File: src/sv/pkcnt_pkg.sv
// ----------------------------------------------------------------------------
// pkcnt_pkg
// Types and constants shared by the per-key byte counter table.
// ----------------------------------------------------------------------------
`default_nettype none

package pkcnt_pkg;

    localparam int KEY_BITS   = 22;
    localparam int COUNT_BITS = 32;
    localparam int TOTAL_BITS = 64;

    typedef enum logic [1:0] {
        ST_UPDATED  = 2'd0,
        ST_INSERTED = 2'd1,
        ST_IGNORED  = 2'd2,
        ST_DROPPED  = 2'd3
    } status_t;

    typedef enum logic [2:0] {
        CTL_CLEAR,
        CTL_IDLE,
        CTL_READ,
        CTL_PROBE,
        CTL_UPDATE
    } ctl_state_t;

    typedef struct packed {
        logic [KEY_BITS-1:0]          key;
        logic signed [COUNT_BITS-1:0] byte_count;
        logic                         direction;
    } in_t;

    typedef struct packed {
        status_t                 status;
        logic [TOTAL_BITS-1:0]   rx_total;
        logic [TOTAL_BITS-1:0]   tx_total;
    } out_t;

    typedef struct packed {
        logic                  valid;
        logic [KEY_BITS-1:0]   key;
        logic [TOTAL_BITS-1:0] rx;
        logic [TOTAL_BITS-1:0] tx;
    } entry_t;

endpackage

`default_nettype wire

File: src/sv/pkcnt_ctrl.sv
// ----------------------------------------------------------------------------
// pkcnt_ctrl
// Hashed linear-probe sequencer: clears the table, probes, then updates.
// ----------------------------------------------------------------------------
`default_nettype none

module pkcnt_ctrl #(
    parameter int TABLE_ENTRIES = 1024,
    parameter int IDX_W         = $clog2(TABLE_ENTRIES)
) (
    input  wire logic                  aclk,
    input  wire logic                  aresetn,
    input  wire logic                  s_valid,
    output logic                       s_ready,
    input  wire pkcnt_pkg::in_t        s_data,
    output logic                       res_valid,
    input  wire logic                  res_ready,
    output pkcnt_pkg::out_t            res_data,
    output logic                       rd_en,
    output logic [IDX_W-1:0]           rd_addr,
    input  wire pkcnt_pkg::entry_t     rd_data,
    output logic                       wr_en,
    output logic [IDX_W-1:0]           wr_addr,
    output pkcnt_pkg::entry_t          wr_data
);
    import pkcnt_pkg::*;

    localparam logic [IDX_W-1:0] LAST_IDX = IDX_W'(TABLE_ENTRIES - 1);
    localparam logic [IDX_W:0]   NUM_ENT  = (IDX_W + 1)'(TABLE_ENTRIES);

    // Fold the key onto the index width, then bring it below the table size.
    function automatic logic [IDX_W-1:0] hash_idx(input logic [KEY_BITS-1:0] key_in);
        logic [IDX_W-1:0] fold;
        logic [IDX_W:0]   wide;
        fold = '0;
        for (int i = 0; i < KEY_BITS; i++) begin
            fold[i % IDX_W] = fold[i % IDX_W] ^ key_in[i];
        end
        wide = {1'b0, fold};
        if (wide >= NUM_ENT) begin
            wide = wide - NUM_ENT;
        end
        return wide[IDX_W-1:0];
    endfunction

    ctl_state_t        state_reg,  state_next;
    logic [IDX_W-1:0]  idx_reg,    idx_next;
    logic [IDX_W-1:0]  probes_reg, probes_next;
    in_t               item_reg,   item_next;
    entry_t            entry_reg,  entry_next;
    logic              hit_reg,    hit_next;
    logic              empty_reg,  empty_next;

    logic [IDX_W-1:0]      idx_inc;
    logic                  match;
    logic                  empty;
    logic                  last_probe;
    logic                  positive;
    logic                  do_write;
    logic [TOTAL_BITS-1:0] cnt_ext;
    logic [TOTAL_BITS-1:0] base_rx;
    logic [TOTAL_BITS-1:0] base_tx;
    logic [TOTAL_BITS-1:0] new_rx;
    logic [TOTAL_BITS-1:0] new_tx;
    entry_t                upd_entry;

    always_ff @(posedge aclk) begin
        if (!aresetn) begin
            state_reg  <= CTL_CLEAR;
            idx_reg    <= '0;
            probes_reg <= '0;
            hit_reg    <= 1'b0;
            empty_reg  <= 1'b0;
        end else begin
            state_reg  <= state_next;
            idx_reg    <= idx_next;
            probes_reg <= probes_next;
            hit_reg    <= hit_next;
            empty_reg  <= empty_next;
        end
    end

    always_ff @(posedge aclk) begin
        item_reg  <= item_next;
        entry_reg <= entry_next;
    end

    assign idx_inc    = (idx_reg == LAST_IDX) ? '0 : IDX_W'(idx_reg + 1'b1);
    assign match      = rd_data.valid && (rd_data.key == item_reg.key);
    assign empty      = !rd_data.valid;
    assign last_probe = (probes_reg == LAST_IDX);

    // Result and write-back data for the entry chosen by the probe.
    always_comb begin
        positive = (item_reg.byte_count > 32'sd0);
        do_write = positive && (hit_reg || empty_reg);
        cnt_ext  = {{(TOTAL_BITS - COUNT_BITS){1'b0}}, item_reg.byte_count};
        base_rx  = hit_reg ? entry_reg.rx : '0;
        base_tx  = hit_reg ? entry_reg.tx : '0;
        new_rx   = base_rx;
        new_tx   = base_tx;
        if (do_write) begin
            if (item_reg.direction) begin
                new_tx = base_tx + cnt_ext;
            end else begin
                new_rx = base_rx + cnt_ext;
            end
        end
        priority if (!positive) begin
            res_data.status = ST_IGNORED;
        end else if (hit_reg) begin
            res_data.status = ST_UPDATED;
        end else if (empty_reg) begin
            res_data.status = ST_INSERTED;
        end else begin
            res_data.status = ST_DROPPED;
        end
        res_data.rx_total = new_rx;
        res_data.tx_total = new_tx;
        upd_entry.valid   = 1'b1;
        upd_entry.key     = item_reg.key;
        upd_entry.rx      = new_rx;
        upd_entry.tx      = new_tx;
    end

    always_comb begin
        state_next  = state_reg;
        idx_next    = idx_reg;
        probes_next = probes_reg;
        item_next   = item_reg;
        entry_next  = entry_reg;
        hit_next    = hit_reg;
        empty_next  = empty_reg;
        s_ready     = 1'b0;
        res_valid   = 1'b0;
        rd_en       = 1'b0;
        rd_addr     = idx_reg;
        wr_en       = 1'b0;
        wr_addr     = idx_reg;
        wr_data     = '0;
        unique case (state_reg)
            CTL_CLEAR: begin
                // sweep every entry to invalid after reset
                wr_en = 1'b1;
                if (idx_reg == LAST_IDX) begin
                    idx_next   = '0;
                    state_next = CTL_IDLE;
                end else begin
                    idx_next = idx_inc;
                end
            end
            CTL_IDLE: begin
                s_ready = 1'b1;
                if (s_valid) begin
                    item_next   = s_data;
                    idx_next    = hash_idx(s_data.key);
                    probes_next = '0;
                    state_next  = CTL_READ;
                end
            end
            CTL_READ: begin
                rd_en      = 1'b1;
                state_next = CTL_PROBE;
            end
            CTL_PROBE: begin
                if (match || empty || last_probe) begin
                    entry_next = rd_data;
                    hit_next   = match;
                    empty_next = empty && !match;
                    state_next = CTL_UPDATE;
                end else begin
                    // advance to the next slot and keep reading
                    rd_en       = 1'b1;
                    rd_addr     = idx_inc;
                    idx_next    = idx_inc;
                    probes_next = IDX_W'(probes_reg + 1'b1);
                end
            end
            CTL_UPDATE: begin
                res_valid = 1'b1;
                if (res_ready) begin
                    wr_en      = do_write;
                    wr_data    = upd_entry;
                    state_next = CTL_IDLE;
                end
            end
            default: begin
                state_next = CTL_IDLE;
            end
        endcase
    end

    a_write_states: assert property (@(posedge aclk) disable iff (!aresetn)
        wr_en |-> (state_reg == CTL_CLEAR || state_reg == CTL_UPDATE))
        else $error("table written outside clear or update");

    a_accept_reads: assert property (@(posedge aclk) disable iff (!aresetn)
        (s_valid && s_ready) |=> (state_reg == CTL_READ))
        else $error("accepted transfer did not start a lookup");

    a_ignored_status: assert property (@(posedge aclk) disable iff (!aresetn)
        res_valid |-> ((res_data.status == ST_IGNORED) == !positive))
        else $error("ignored status does not follow byte count sign");

    a_dropped_zero: assert property (@(posedge aclk) disable iff (!aresetn)
        (res_valid && res_data.status == ST_DROPPED)
            |-> (res_data.rx_total == '0 && res_data.tx_total == '0))
        else $error("dropped result carries nonzero totals");

    a_update_entry: assert property (@(posedge aclk) disable iff (!aresetn)
        (wr_en && state_reg == CTL_UPDATE)
            |-> (wr_data.valid && wr_data.key == item_reg.key))
        else $error("update wrote an entry for the wrong key");

endmodule

`default_nettype wire

File: config.mk
export PLATFORM = sky130hd
export DESIGN_NAME = pkcnt_ctrl
export DESIGN_NICKNAME = d
export VERILOG_FILES = /design/src/sv/pkcnt_pkg.sv /design/src/sv/pkcnt_ctrl.sv
export SDC_FILE = /design/constraint.sdc
export NUM_CORES = 1
export LEC_CHECK = 0
export BUFFER_PORTS_ARGS = -buffer_cell sky130_fd_sc_hd__clkbuf_2
export CAP_MARGIN = 20
export CORE_AREA = 2 2 198 200
export CTS_CLUSTER_SIZE = 8
export DETAILED_ROUTE_END_ITERATION = 8
export DIE_AREA = 0 0 200 202
export GPL_ROUTABILITY_DRIVEN = 1
export HOLD_SLACK_MARGIN = 0.15
export PLACE_DENSITY = 0.7
export SETUP_SLACK_MARGIN = 0.15
export SLEW_MARGIN = 20
export SYNTH_ARGS = -nofsm -noshare
export SYNTH_HDL_FRONTEND = slang
export SYNTH_SLANG_ARGS = --single-unit
File: constraint.sdc
create_clock -name aclk -period 11.93 [get_ports aclk]
set_clock_uncertainty 0.1 [all_clocks]
set_input_delay 1.193 -clock aclk [delete_from_list [all_inputs] [get_ports aclk]]
set_output_delay 1.193 -clock aclk [all_outputs]
set_load 0.03 [all_outputs]
# == Word-level counts from Yosys, hierarchy flattened ==
# Cells that the tools add are included.
# word_totals
ff_bits,208
input_bits,210
out_inout_bits,305
wordCells,86
# classes
addsub,4
magnitude_cmp,1
eq_ne,12
mux,31
n_bitwise,12
n_reduce_logical,16
# ops
operator,count
64-bit two-way mux,6
151-bit two-way mux,2
64-bit by 32-bit adder with 64-bit output,2
10-bit two-way mux,7
32-bit by 1-bit greater-than comparator with 1-bit output (second input constant),1
10-bit one-hot mux with 3 select lines,1
22-bit == test,1
10-bit by 1-bit adder with 10-bit output (second input constant),2
10-bit == test (second input constant),2
10-bit one-hot mux with 2 select lines,1
3-bit one-hot mux with 5 select lines,1
3-bit two-way mux,4
1-bit XOR,12
2-bit inequality test (second input constant),5
3-bit by 2-bit == test with 1-bit output (second input constant),2
2-bit two-way mux,3
2-bit AND reduction,3
1-bit two-way mux,4
1-bit one-hot mux with 2 select lines,2
4-bit AND reduction,1
3-bit by 1-bit == test with 1-bit output (second input constant),1
3-bit == test (second input constant),1
1-bit logical AND,3
3-bit zero test,1
other kinds (5),8

# == Logic depth before layout (Yosys ltp) ==
# Gate-level depths: netlist of run 1.
# logic_depth
depth_word,6
depth_mapped,22
depth_no_buf,13

# == Worst setup path after synthesis of run 1 ==
# OpenSTA, ideal clock, no wires.
# synth_path
path_type,input to register
startpoint,input port rd_data[130] (netlist bit)
endpoint,"register idx_reg[0], in the netlist wr_addr[0]"
setup_time_ps,88
t_arrival_ps,9277
t_required_ps,11742
path_slack_ps,2465
path_stages,8
n_path_buf,1
cell_sequence,xor2_1 -> nor4_1 -> nand4_1 -> o311ai_1 -> clkbuf_1 -> nor2b_1 -> o21ai_0 -> nor2_1
# synth_via
elab_chain_cells,6
# synth_rtl
element,line_no,text
from (decl),pkcnt_ctrl.sv:21,"input wire pkcnt_pkg::entry_t rd_data,"
22-bit == test,pkcnt_ctrl.sv:89,assign match = rd_data.valid && (rd_data.key == item_reg.key);
1-bit logical AND,pkcnt_ctrl.sv:89,
1-bit logical OR (2 in series),pkcnt_ctrl.sv:166,if (match || empty || last_probe) begin
10-bit two-way mux,-,
10-bit one-hot mux with 3 select lines,-,
to (signal assigned),pkcnt_ctrl.sv:76,idx_reg <= idx_next;
to (decl),pkcnt_ctrl.sv:47,"logic [IDX_W-1:0] idx_reg, idx_next;"
# Every way passes these cells.
# A chain may end at the register's enable or synchronous reset.

==> results of run 1 <==
path summary, 6_finish.rpt:
kind | end | from | slack [ns] | cells after the start
min | probes_reg[1] | probes_reg[1] | 0.39 | 2
max reg2reg | hit_reg | item_reg[54] | 7.66 | 10
min reg2reg | probes_reg[1] | probes_reg[1] | 0.39 | 2
max | res_data[44] | hit_reg | 5.06 | 15
power breakdown:
group          internal (mW)  switching (mW)  leakage (nW)
Combinational         0.0338          0.0311          6.44
Clock                  0.492           0.331         0.425
Sequential             0.792         0.00228          1.85
Total                   1.32           0.365          8.71
area by class of cell:
cell class	count	area (um2)	area share, %
diodes	6	15.0	0.0731
clock buffers	45	827	4.03
flip-flops and latches	208	6000	29.2
multi-input cells	1582	10100	49.0
well taps	518	648	3.16
clock inverters	2	60.1	0.293
inverters	53	200	0.975
repair buffers	531	2720	13.2
worst reg2reg max path: stages, from the launching register on:
cell      delay, ns
edfxtp_1       0.43
xor2_1         0.17
nor4_1         0.36
nand4_1        0.22
o311ai_1       0.27
buf_4          0.27
nor2b_4        0.22
buf_4          0.65
buf_4          0.99
o21ai_0        0.22
and2_1         0.22
layer usage:
layer | up-vias | routed length [um] | GRT usage (%) | share of wire (%)
li1 | 8070 | - | - | -
met1 | 8230 | 26800 | 41.2 | 40
met4 | 0 | 3390 | 14.0 | 5.1
met3 | 152 | 5420 | 5.64 | 8.1
met2 | 899 | 31000 | 52.8 | 47
met5 | - | 0 | 0 | 0
placed cells by master (no fill, tap or decap), types with 50 or more instances in the layout:
cell      instances
xnor2_1          90
ha_1             50
a21oi_1         135
o21ai_0          86
and2_1          126
edfxtp_1        183
nand3_1          79
nand2_1         281
nor2_1          107
xor2_1           61
clkbuf_2        514
nand4_1          57
kinds of logic (layout without fill, tap and decap cells):
group / Yosys count / count (layout) / synth area share [%]
buffers and inverters: 175 / 631 / 4.39
adders and majority gates: 58 / 58 / 4.34
and+or+nand+nor: 859 / 859 / 26.2
AOI/OAI and AO/OA: 478 / 478 / 19.2
xor gates and xnor gates: 151 / 151 / 7.89
muxes: 36 / 36 / 2.20
DFF: 208 / 208 / 35.8
other: 0 / 6 / 0
==> run metrics, run 1 <==
status complete, no violations; mapped cell area 16,800 um2; number of synthesized register bits around 210; RSZ-0062 raised after global routing no; Syn Nets 2,227; Post-Layout Inst Area 20,500 um2; Core Area 38,300 um2; worst slack, placed 5.74 ns; total wire length 66,500 um; H-tree lvl count 1; first-pass GRT wire length 98,600 um; # IOs 515; Yosys warning count 0; Finished Core Util 53.6%; top-area cell type share of the netlist area 32.8%; Slew HR between 30% and 40%; setup TNS 0 ns; post-synthesis cell count 1,965; antenna viol nets, final 0; pin count of the biggest net entering global routing 113; worst setup margin 5.06 ns; GP Congestion 0.935; delay-heaviest family, CP compound AO/OA/AOI/OAI gates; Final Max Slew Viols 0; Async SR Flop Fraction 0%; max incr delay on CP around 0.79 ns; post-CTS setup buffers 0; Yosys cell types 99; # setup viols final 0; CTS tree built; Critical Path Slowest Stage Cell buf_4; drt first-iter violations between 1,500 and 2,000; Final HPWL DP 51,400 um; Initial Util 43.8%; crit path DAT approximately 5.6 ns; die height 202 um; leakage 8.71 nW; clock tree root buffer cell clkbuf_16; die area 40,400 um2; Setup crit start kind flop; Area Overhead vs Synth 22.5%; clk buf depth 3; Pre-Repair DR Iteration Count 6; EDFF count, synth 183; grt total ovfl 0; clock latency on the worst-skew pair 0.60 ns; CTS sink cnt 208; worst vdd ir 0.116 mV; crit path max fanout 95; Post-Layout Cell Count 2,945; max_cap viols 0; via count 17,400; Worst setup EP type output port; sequential area share after synthesis 35.8%; WP buf/inv 3; DIE WIDTH around 200 um; placed inst area 19,600 um2; Port Buffer Count 514; worst min path class flop to flop; initial antenna violation count 6; placed cells 2,891; Post-CTS Hold Buffers 0; most common flop cell mapped by yosys edfxtp_1; Site Rows 72; GRT Total Usage 32.1%; Pwr Total around 1.7 mW; Residual DRC 0; fmax 0.146 GHz; top-count cell post-synth nand2_1; top post-synthesis cells by count nand2_1 (282), edfxtp_1 (183), a21oi_1 (135); WP data required 10.64 ns; top cells by area, synth edfxtp_1 (33%), nand2_1 (6.3%), and2_1 (4.7%), xnor2_1 (4.7%), a21oi_1 (4.0%); area leader, netlist edfxtp_1; Min Hold Slack 0.386 ns; Nets 2,668; measured slew at the worst slew-check pin 1.05 ns; fin crit period 6.87 ns; max reg flops 128; layout cells sized above 1 26.1%; Power Density 82.0 nW/um2; number of global-route vias before repair about 16,000; Fin. Hold Viols 0; routed vias/inst 5.89; syn avg cell area 8.53 um2; cts repair resizes 0; Setup CP Type flop to output port; crit-path cells buf_4 > nand2_1 > inv_1 > ha_1 > fa_1 > o21ai_0 > a21boi_0 > o2111a_1 > o211ai_1 > a21oi_2 > a311oi_2 > or2_1 > or4_4 > mux2i_1 > clkbuf_2; Tcrit/Tclk final 57.6%; wire per inst ~23 um; CTS Buf Count 30; clock-pin slew on the worst setup and hold paths roughly 0.050 ns; Fillers 3,622
(Power assumes the default switching activity.)
==> run 2: changes to the inputs <==
--- a/config.mk
+++ b/config.mk
@@ -5,6 +5,7 @@
 export SDC_FILE = /design/constraint.sdc
 export NUM_CORES = 1
 export LEC_CHECK = 0
+export ABC_AREA = 1
 export BUFFER_PORTS_ARGS = -buffer_cell sky130_fd_sc_hd__clkbuf_2
 export CAP_MARGIN = 20
 export CORE_AREA = 2 2 198 200
@@ -13,7 +14,7 @@
 export DIE_AREA = 0 0 200 202
 export GPL_ROUTABILITY_DRIVEN = 1
 export HOLD_SLACK_MARGIN = 0.15
-export PLACE_DENSITY = 0.7
+export PLACE_DENSITY = 0.74
 export SETUP_SLACK_MARGIN = 0.15
 export SLEW_MARGIN = 20
 export SYNTH_ARGS = -nofsm -noshare
==> constraint.sdc (replaced) <==
create_clock -name aclk -period 6.9 [get_ports aclk]
set_clock_uncertainty 0.1 [all_clocks]
set_input_delay 0.69 -clock aclk [delete_from_list [all_inputs] [get_ports aclk]]
set_output_delay 0.69 -clock aclk [all_outputs]
set_load 0.03 [all_outputs]
==> run 2 against run 1 <==
Compared with the run above: hold slack worse by 0.20 ns; largest cell class unchanged; critical endpoint is now wr_data[40]; setup slack worse by 3.2 ns; critical path type unchanged; global-route usage up 1.1 points.
==> run metrics, run 2 <==
cts repair resizes 0 (unchanged); via count 20,600 (was 17,400); top-area cell type share of the netlist area 30.1% (was 32.8%); max_cap viols 0 (unchanged); Core Area 38,300 um2 (unchanged); DIE WIDTH 200 um (unchanged); clock-pin slew on the worst setup and hold paths 0.06 ns (was 0.05 ns); placed cells 3,840 (was 2,891); grt total ovfl 0 (unchanged); leakage 11.5 nW (was 8.71 nW); fin crit period between 5 and 6 ns; hold_sp rd_data[63] (was probes_reg[1]); Final Max Slew Viols 0 (unchanged); antenna viol nets, final 0 (unchanged); measured slew at the worst slew-check pin 0.996 ns (was 1.05 ns); Nets 3,616 (was 2,668); # IOs 515 (unchanged); CTS sink cnt 208 (unchanged); clock tree root buffer cell clkbuf_16 (unchanged); setup TNS 0 ns (unchanged); crit path max fanout 41 (was 95); Power Density 128 nW/um2 (was 82.0 nW/um2); Setup crit start kind flop (unchanged); area leader, netlist edfxtp_1 (unchanged); number of global-route vias before repair 19,400 (was 16,400); delay-heaviest family, CP simple AND/OR/NAND/NOR gates (was compound AO/OA/AOI/OAI gates); top cells by area, synth edfxtp_1 (30%), nand2_1 (17%), inv_1 (10%), nor2_1 (9.0%), nand3_1 (4.8%) (was edfxtp_1 (33%), nand2_1 (6.3%), and2_1 (4.7%), xnor2_1 (4.7%), a21oi_1 (4.0%)); Syn Nets 3,123 (was 2,227); worst vdd ir 0.173 mV (was 0.116 mV); Worst path most repeated cell nand2_1; clk buf depth 3 (unchanged); Yosys cell types 46 (was 99); pin count of the biggest net entering global routing 73 (was 113); post-CTS setup buffers 0 (unchanged); first-pass GRT wire length 104,000 um (was 98,600 um); crit path DAT 4.26 ns (was 5.58 ns); Pwr Total 2.82 mW (was 1.68 mW); syn avg cell area 6.38 um2 (was 8.53 um2); top-count cell post-synth nand2_1 (unchanged); Post-Layout Inst Area 22,100 um2 (was 20,500 um2); launching point of the worst reg2reg path item_reg[38] (was item_reg[54]); Final HPWL DP 55,800 um (was 51,400 um); GRT Total Usage 33.1% (was 32.1%); max reg flops 128 (unchanged); H-tree lvl count 1 (unchanged); fmax ~0.2 GHz; Port Buffer Count 514 (unchanged); wire per inst 17.8 um (was 22.6 um); worst min path class input pin to flop (was flop to flop); Async SR Flop Fraction 0% (unchanged); sequential area share after synthesis 32.9% (was 35.8%); worst slack, placed 2.43 ns (was 5.74 ns); most common flop cell mapped by yosys edfxtp_1 (unchanged); Setup crit start hit_reg (unchanged); Slew HR 33.4% (was 30.3%); Area Overhead vs Synth 20.9% (was 22.5%); CTS Buf Count 30 (unchanged); Post-CTS Hold Buffers 0 (unchanged); Tcrit/Tclk final about three quarters; Worst setup EP type output port (unchanged); max incr delay on CP 0.65 ns (was 0.79 ns); WP data required 6.11 ns (was 10.64 ns); placed inst area 21,200 um2 (was 19,600 um2); commonest non-fill, non-tap cell in the layout nand2_1 (was clkbuf_2); Residual DRC 0 (unchanged); RSZ-0062 raised after global routing no (unchanged); initial antenna violation count 2 (was 6); drt first-iter violations 1,641 (was 1,706); post-synthesis cell count 2,861 (was 1,965); clock latency on the worst-skew pair 0.56 ns (was 0.60 ns); Critical Path Slowest Stage Cell dfxtp_4 (was buf_4); status complete, no violations (unchanged); crit-path cells buf_4 > nand2_1 > inv_1 > ha_1 > fa_1 > nand2_1 > o21ai_2 > nand2_1 > nand2_1 > nand2_1 > nand2_1 > nand3_1 > nand2_2 > nand3_1 > nand2_1 > nand2_1 > nor2_1 > clkbuf_2 (was buf_4 > nand2_1 > inv_1 > ha_1 > fa_1 > o21ai_0 > a21boi_0 > o2111a_1 > o211ai_1 > a21oi_2 > a311oi_2 > or2_1 > or4_4 > mux2i_1 > clkbuf_2); CTS tree built (unchanged); layout cells sized above 1 20.6% (was 26.1%); Fillers 3,786 (was 3,622); die height 202 um (unchanged); Finished Core Util 57.6% (was 53.6%); Min Hold Slack 0.190 ns (was 0.386 ns); Fin. Hold Viols 0 (unchanged); mapped cell area 18,200 um2 (was 16,800 um2); routed vias/inst 5.31 (was 5.89); Site Rows 72 (unchanged); worst setup margin 1.85 ns (was 5.06 ns); top post-synthesis cells by count nand2_1 (812), inv_1 (502), nor2_1 (436) (was nand2_1 (282), edfxtp_1 (183), a21oi_1 (135)); Post-Layout Cell Count 3,886 (was 2,945); Initial Util 47.6% (was 43.8%); Yosys warning count 0 (unchanged); Pre-Repair DR Iteration Count 6 (unchanged); WP buf/inv 3 (unchanged); most frequent cells in the layout nand2_1 (811), clkbuf_2 (514), inv_1 (501) (was clkbuf_2 (514), nand2_1 (281), edfxtp_1 (183)); die area 40,400 um2 (unchanged); total wire length 69,100 um (was 66,500 um); EDFF count, synth 183 (unchanged); number of synthesized register bits 208 (unchanged); # setup viols final 0 (unchanged); GP Congestion 1.02 (was 0.935); Setup CP Type flop to output port (unchanged)
[run 2: cell types whose count changed in the layout (fill, tap and decap cells not counted), moves of 23 or more]
cell      delta
inv_2       +26
mux2i_1     -29
a21oi_1     -29
nand3_1     +97
nor3_1      +24
xnor2_1     -73
a21o_1      -36
nand3b_1    +23
and3_1      -39
nand2_2     +47
nor2_1     +327
inv_1      +452
and2_1     -118
nand2_1    +530
[run 2: cell type report]
class / count / area, um2 / area share [%]
inverters: 529 / 1990 / 9.03
clock inverters: 2 / 10.0 / 0.0454
clock buffers: 42 / 817 / 3.71
well taps: 518 / 648 / 2.94
flip-flops and latches: 208 / 6000 / 27.2
multi-input cells: 2060 / 9930 / 45.0
repair buffers: 525 / 2660 / 12.0
diodes: 2 / 5.00 / 0.0227
[run 2: logic make-up after synthesis]
logic type / Yosys count / share of synthesized area (%)
AOI/OAI and AO/OA: 249 / 7.32
xor gates and xnor gates: 65 / 3.12
adders and majority gates: 52 / 3.65
buffers and inverters: 593 / 12.9
DFF: 208 / 32.9
and+or+nand+nor: 1694 / 40.2
[run 2: metal layers]
| metal | up-vias | part of all wire, % | global-route usage, % |
|---|---|---|---|
| met3 | 126 | 8.5 | 4.64 |
| met2 | 995 | 46 | 54.8 |
| met1 | 9504 | 42 | 44.7 |
| li1 | 9998 | - | - |
| met4 | 0 | 3.1 | 10.4 |
| met5 | - | 0 | 0 |
[run 2: power by group]
part	internal, mW	total [mW]	leakage [nW]	switching (mW)
clock network	0.801	1.34	0.403	0.541
registers	1.37	1.37	1.85	0.00342
logic	0.0552	0.106	9.29	0.0507
total	2.23	2.82	11.5	0.595
[run 2: path summary, 6_finish.rpt]
path / to / slack [ns] / depth (start not counted)
worst max-delay path: wr_data[40] / 1.85 / 18
worst max register to register: entry_reg[80] / 2.79 / 9
worst min-delay path: entry_reg[63] / 0.19 / 1
worst min register to register: probes_reg[1] / 0.40 / 2
